`config.mk`:
```
export PLATFORM = sky130hd
export DESIGN_NAME = pol_cell
export DESIGN_NICKNAME = d
export VERILOG_FILES = /design/src/design/pol_pkg.sv /design/src/design/pol_cell.sv
export SDC_FILE = /design/constraint.sdc
export NUM_CORES = 1
export LEC_CHECK = 0
export BUFFER_PORTS_ARGS = -buffer_cell sky130_fd_sc_hd__buf_2
export CAP_MARGIN = 30
export CORE_MARGIN = 5
export CORE_UTILIZATION = 49
export CTS_BUF_LIST = sky130_fd_sc_hd__clkbuf_16
export CTS_CLUSTER_SIZE = 12
export DETAILED_ROUTE_END_ITERATION = 8
export GPL_ROUTABILITY_DRIVEN = 0
export PLACE_DENSITY = 0.87
export SYNTH_ARGS = -nofsm -noshare
export SYNTH_HDL_FRONTEND = slang
export SYNTH_SLANG_ARGS = --single-unit
```
`constraint.sdc`:
```
create_clock -name clk -period 7.2 [get_ports clk]
set_input_delay 1.44 -clock clk [delete_from_list [all_inputs] [get_ports clk]]
set_output_delay 1.44 -clock clk [all_outputs]
set_load 0.03 [all_outputs]
```
`src/design/pol_pkg.sv`:
```
// Package for the priority-ordered list: sizes, op and status codes, payload structs.
// Used by pol_cell, pol_select and priority_ordered_list. It has no dependencies.
`timescale 1ns / 1ps
`default_nettype none

package pol_pkg;

    localparam int DEPTH   = 64;
    localparam int IDX_W   = $clog2(DEPTH);
    localparam int CNT_W   = $clog2(DEPTH + 1);
    localparam int INDEX_W = 6;
    localparam int POS_W   = 7;
    localparam int CMP_W   = CNT_W + INDEX_W;

    typedef enum logic [1:0] {
        OP_INSERT = 2'd0,
        OP_REMOVE = 2'd1,
        OP_READ   = 2'd2,
        OP_NOP    = 2'd3
    } op_t;

    typedef enum logic [1:0] {
        ST_OK        = 2'd0,
        ST_FULL      = 2'd1,
        ST_NOT_FOUND = 2'd2,
        ST_RANGE     = 2'd3
    } status_t;

    // Stored word layout: handle low, prio, sort key high.
    typedef struct packed {
        logic [15:0] sort_key;
        logic [7:0]  prio;
        logic [7:0]  handle;
    } entry_t;

    typedef struct packed {
        op_t                op;
        logic [7:0]         handle;
        logic [7:0]         prio;
        logic [15:0]        sort_key;
        logic [INDEX_W-1:0] index;
    } req_t;

    typedef struct packed {
        status_t          status;
        logic [POS_W-1:0] position;
        logic [7:0]       out_handle;
        logic [7:0]       out_prio;
        logic [15:0]      out_sort_key;
        logic [POS_W-1:0] count;
    } rsp_t;

    // Broadcast from the controller to every cell.
    typedef struct packed {
        op_t                op;
        logic               ins_en;
        logic               del_en;
        entry_t             probe;
        logic [INDEX_W-1:0] rd_index;
        logic [CNT_W-1:0]   count;
    } cell_ctl_t;

endpackage

`default_nettype wire

```
`src/design/pol_cell.sv`:
```
// One slot of the list: holds an entry, compares it with the probe, shifts with neighbors.
// Depends on pol_pkg.
`timescale 1ns / 1ps
`default_nettype none

module pol_cell (
    input  wire logic                     clk,
    input  wire pol_pkg::cell_ctl_t       ctl,
    input  wire logic [pol_pkg::IDX_W-1:0] slot,
    input  wire pol_pkg::entry_t          prev_word,
    input  wire pol_pkg::entry_t          next_word,
    input  wire logic                     prev_gt,
    input  wire logic                     prev_hit,
    output pol_pkg::entry_t               word,
    output logic                          gt,
    output logic                          hit,
    output logic                          mark
);

    pol_pkg::entry_t word_reg;
    pol_pkg::entry_t word_next;
    logic            valid;
    logic            match;

    assign valid = (pol_pkg::CNT_W'(slot) < ctl.count);
    // Invalid slots count as larger than any probe, so the boundary lands at count.
    assign gt    = !valid ||
                   ({ctl.probe.prio, ctl.probe.sort_key} < {word_reg.prio, word_reg.sort_key});
    assign match = valid && (word_reg.handle == ctl.probe.handle);
    assign hit   = prev_hit || match;
    assign word  = word_reg;

    always_comb
    begin
        case (ctl.op)
            pol_pkg::OP_INSERT: mark = gt && !prev_gt;
            pol_pkg::OP_REMOVE: mark = match && !prev_hit;
            pol_pkg::OP_READ:   mark = valid &&
                (pol_pkg::CMP_W'(slot) == pol_pkg::CMP_W'(ctl.rd_index));
            default:            mark = 1'b0;
        endcase
    end

    always_comb
    begin
        word_next = word_reg;
        if (ctl.ins_en && gt)
        begin
            word_next = prev_gt ? prev_word : ctl.probe;
        end
        else if (ctl.del_en && hit)
        begin
            word_next = next_word;
        end
    end

    always_ff @(posedge clk)
    begin
        word_reg <= word_next;
    end

endmodule

`default_nettype wire

```
## Yosys cells after proc, flatten, opt, wreduce, memory -nomap -nowiden

Cells that the tools add are included.

| operators by class | value |
|---|---|
| $lt $le $gt $ge | 2 |
| equality and inequality tests | 4 |
| multiplexer cells | 4 |
| reduce and logical (&&, ||, !) cells | 13 |

Operators with widths:

| cell | number |
|---|---|
| two-way mux 32 bit | 3 |
| < comparator 24 bit | 1 |
| equality test 8 bit | 1 |
| < comparator 6 x 7 -> 1 bit | 1 |
| equality test 6 bit | 1 |
| logical AND 1 bit | 6 |
| logical NOT 1 bit | 3 |
| case mux 1 bit (3 select lines) | 1 |
| equality test 2 x 1 -> 1 bit (second input constant) | 1 |
| equality test 2 bit (second input constant) | 1 |
| logical NOT 2 bit | 1 |
| logical OR 1 bit | 2 |
| nonzero test 2 bit | 1 |

| word-level totals | value |
|---|---|
| register bits | 32 |
| bits of input ports | 122 |
| output and inout port bits | 35 |

## Logic depth before layout (Yosys ltp)

| depth | value |
|---|---|
| depth after elaboration | 6 |
| mapped depth | 10 |

## Worst setup path after synthesis

OpenSTA, ideal clock, no wires.

| timing path | value |
|---|---|
| path type | in2out |
| start point | input port ctl[31] in the netlist's numbering |
| end point | output port mark |
| arrival time | 3.175 ns |
| setup slack | 2.585 ns |
| stages | 7 |
| path buffers | 0 |
| cell sequence | ha_1 > o21ai_0 > or2b_2 > a311o_1 > nand4_1 > a21o_1 > o2bb2ai_1 |

| on the way | value |
|---|---|
| word-level cells in the longest chain between the ends | 4 |

Ends and longest elaborated chain:

| element | line | text |
|---|---|---|
| start, declared | pol_cell.sv:8 | `input wire pol_pkg::cell_ctl_t ctl,` |
| < comparator 24 bit | pol_cell.sv:28 | `({ctl.probe.prio, ctl.probe.sort_key} < {word_reg.prio, word_reg.sort_key});` |
| logical OR 1 bit | pol_cell.sv:27 | `assign gt = !valid \|\|` |
| named net gt | pol_cell.sv:15 | `output logic gt,` |
| logical AND 1 bit | pol_cell.sv:36 | `pol_pkg::OP_INSERT: mark = gt && !prev_gt;` |
| case mux 1 bit (3 select lines) | pol_cell.sv:35 | `case (ctl.op)` |
| end, declared | pol_cell.sv:17 | `output logic mark` |

The timed path passes the listed nets, and every way through them passes these cells.

## Worst setup path after layout

| timing path | value |
|---|---|
| start point | input port ctl[31] in the netlist's numbering |
| end point | output port mark |

| on the way | value |
|---|---|
| word-level cells in the longest chain between the ends | 4 |

Ends and longest elaborated chain:

| element | line |
|---|---|
| < comparator 24 bit | pol_cell.sv:28 |
| logical OR 1 bit | pol_cell.sv:27 |
| logical AND 1 bit | pol_cell.sv:36 |
| case mux 1 bit (3 select lines) | pol_cell.sv:35 |

No other way between the ends.

==> results.toml <==
[drt]
met3_wirelength_um = 625
detail-route-antenna-nets = 0
route.detailed.vias_per_inst = 5.15
drtIter0Drc = 37
finalWirelength_um = 7560
detailedRoute.firstPassIterationCount = 4
highest-signal-layer = "met4"
wl_met1_um = 2880
num_vias = 2379
routed-wl-met2_um = 3990
detail_route.drc_violations = 0
drt-wirelength-per-cell_um = 16.4

[pwr]
power.share.clock_pct = 24.6
total_power_divided_by_cell_area_nw_per_um2 = 215
power_report.internal_total_uw = 527
static-leakage-power_nw = 1.92
ir_worst_vdd_v = 0.000152
netSwitchingPower_uw = 280
power.sequential.fraction_pct = 33.3
power.share.switching_pct = 34.7
combPwrFrac_pct = 42.1

[final_layout]
layout.cells.most_common = "buf_2"
syn_to_final_growth_pct = 33.3
antenna_cells = 0
finish.net_count = 539
fill_cells = 451
final_layout_size_suffix_gt1_share_pct = 60.0
layout.cells.most_common_list = "156 x buf_2, 35 x mux2_2, 32 x edfxtp_1, 29 x inv_1, 29 x mux2_4"
sequential_cell_area_um2 = 961
largest_register_ffs = 32
multi_input_area_um2 = 1660

[synth]
synth_cells = 232
yosysSeqAreaShare_pct = 34.1
yosys_warnings = 0
synth.avg_cell_area_um2 = 12.1
synth.ff_latch_count = 32
total_nets_after_synthesis = 382
netlist-cell-type-count = 34
syn-cell-area_um2 = 2820

[clock_network]
clkLatencyLatePin_ns = 0.27
clkSinkCount = 32
cts_root_buf = "clkbuf_16"
cts_made_buffers = 5
clock_tree_from_tritoncts = "built"
worst_case_clock_buffer_depth = 2
cts-hold-fix-buffers = 0
cts.clk_slew.worst_paths_ns = 0.05
htree_num_levels = 2
cts_post_setup_buffers_inserted = 0
ctsResizeCount = 0

[worst_setup_path]
cp_common_cell = "buf_2"
worstSetupPathDepth = 9
crit_path_cell_trace = "buf_2, ha_1, o21ai_0, or2b_2, a311o_1, nand4_1, a21o_1, o2bb2ai_1, buf_2"
reg2reg_slack_ns = 4.19
critical_path.endpoint = "mark"
cp.buffers_inverters = 2
ff2ff_path_depth = 9
timing.critical_path.fanout_max = 2
worst_setup_path_startpoint = "ctl[31]"
critical_path.startpoint_type = "input port"
cpLargestDelayFamily = "compound AO/OA/AOI/OAI gates"
reg2reg_from = "word[18]"
timing.setup.critical_path_class = "in -> out"
worst_r2r_endpoint = "word[12]"
max_stage_delay_cell_worst_path = "a311o_1"
arrival_ns = 3.22
required_ns = 5.76
cp-end-kind = "output port"
crit_path_max_incr_delay_ns = 0.40

[sta]
worst_clock_skew_ns = 0.00825
worstMarginPinSlew_ns = 0.774
setup_total_negative_slack_ns = 0
hold_viol_final = 0
post-route-period-util_pct = 64.7
finalHoldWorstSlack_ns = 1.44
period_needed_ns = 4.66
max_slew_margin_pct = 48.4
grt_setup_unrepaired = "no"
max_freq_ghz = 0.215
timing_max_transition_violations_final = 0
finalSetupViolations = 0

[grt]
grt_overflow_total = 0
grt_use_total_pct = 20.6
antenna_found_initial = 0
grt_start_max_net_pins = 34
grt_pass1_vias = 2597
wire_length_of_the_first_global_routing_pass_um = 12100

[job]
max-cap-violations = 0

[hold_path]
min-delay-path-class = "reg -> reg"
startpoint_of_the_tightest_hold_check_path = "word[0]"

[floorplan]
fp.dieW_um = 85.8
floorplan.rows = 27
core_um2 = 5540
chipHeight_um = 85.8
initial_utilization_pct = 50.9
number_of_top_level_pins = 157
design.die.area_um2 = 7370

[placement]
detailedPlacementHpwl_um = 6420
numPortBuffers = 156

[run_status]
status = "finished clean"
synthesized netlist by cell type:
master     count  share of area (%)
a2111o_1       1               0.40
a211oi_1       1               0.27
a21o_1         4                1.1
a21oi_1       11                2.0
a22o_2         1               0.36
a311o_1        1               0.36
a31o_2         1               0.31
a41oi_2        1               0.58
buf_12         3                2.1
buf_6          1               0.40
clkbuf_1       4               0.53
edfxtp_1      32                 34
ha_1          28                 12
inv_1         29                3.9
mux2_2        35                 14
mux2_4        29                 15
nand2_1        8                1.1
nand2b_1       1               0.22
nand2b_4       1               0.49
nand3_1        1               0.18
nand4_1        5                1.1
nand4b_1       1               0.31
nor2_1         2               0.27
nor3_1         3               0.53
nor4_1         3               0.67
o211a_1        1               0.36
o21ai_0        5               0.89
o21bai_1       1               0.27
o22ai_1        1               0.22
o2bb2ai_1      1               0.31
o31ai_1        1               0.27
or2b_2         1               0.31
xnor2_1        3               0.93
xor2_1        11                3.4
tightest hold or removal path, cell delays in order, from the launching register on:
cell and delay, ns:
edfxtp_1 0.36, xor2_1 0.14, nor4_1 0.06, nand2_1 0.08, o21bai_1 0.08, a21o_1 0.43
layout make-up:
cell class                 instances  share of cell area, %
clock buffer                       5                   3.33
clock inverter                     3                  0.366
inverter                          29                   2.90
multi-input combinational        163                   44.2
sequential                        32                   25.6
tap                               72                   2.40
timing repair buffer             158                   21.2
logic make-up (layout without fill, tap and decap cells):
kind of cell               after synthesis  in the layout  synth area share, %
adders and majority gates               28             28                 12.4
muxes                                   64             64                 29.4
AOI/OAI and AO/OA                       31             31                 7.59
DFF                                     32             32                 34.1
xor gates and xnor gates                14             14                 4.35
buffers and inverters                   37            195                 6.93
and+or+nand+nor                         26             26                 5.15
power by group through the flow:
stage	clock network, mW	registers (mW)	logic, mW
2_1_floorplan	0	0.337	0.184
3_3_place_gp	0	0.271	0.332
3_5_place_dp	0	0.273	0.343
4_1_cts	0.203	0.270	0.345
5_1_grt	0.211	0.274	0.370
6_report	0.199	0.269	0.340
layer usage:
layer	track usage (%)	vias to the layer above
met3	6.24	6
met2	38.6	101
met1	23.0	1096
met4	4.17	0
met5	0	-
li1	-	1176
how the worst min path moves through the flow:
stage / to / slack (ns) / cells past startpoint
after global routing: word[6] / 1.46 / 2
after floorplan: word[0] / 1.58 / 7
final: word[1] / 1.44 / 5
after CTS: word[3] / 1.45 / 5
after detailed placement: word[7] / 1.43 / 5
after global placement: word[2] / 1.39 / 5
metrics by stage:
stage               instance area [um^2]  util [%]  setup WS [ns]  cells  power, mW
floorplan                           2820         -           2.58    232      0.520
global placement                    3620      65.3           2.55    454      0.603
detailed placement                  3620      65.3           2.52    454      0.616
CTS                                 3760      67.8           2.52    462      0.817
global route                        3760      67.8           2.45    462      0.855
finish                              3760      67.8           2.54    462      0.808
No activity file was read; power rests on OpenSTA's default activity.
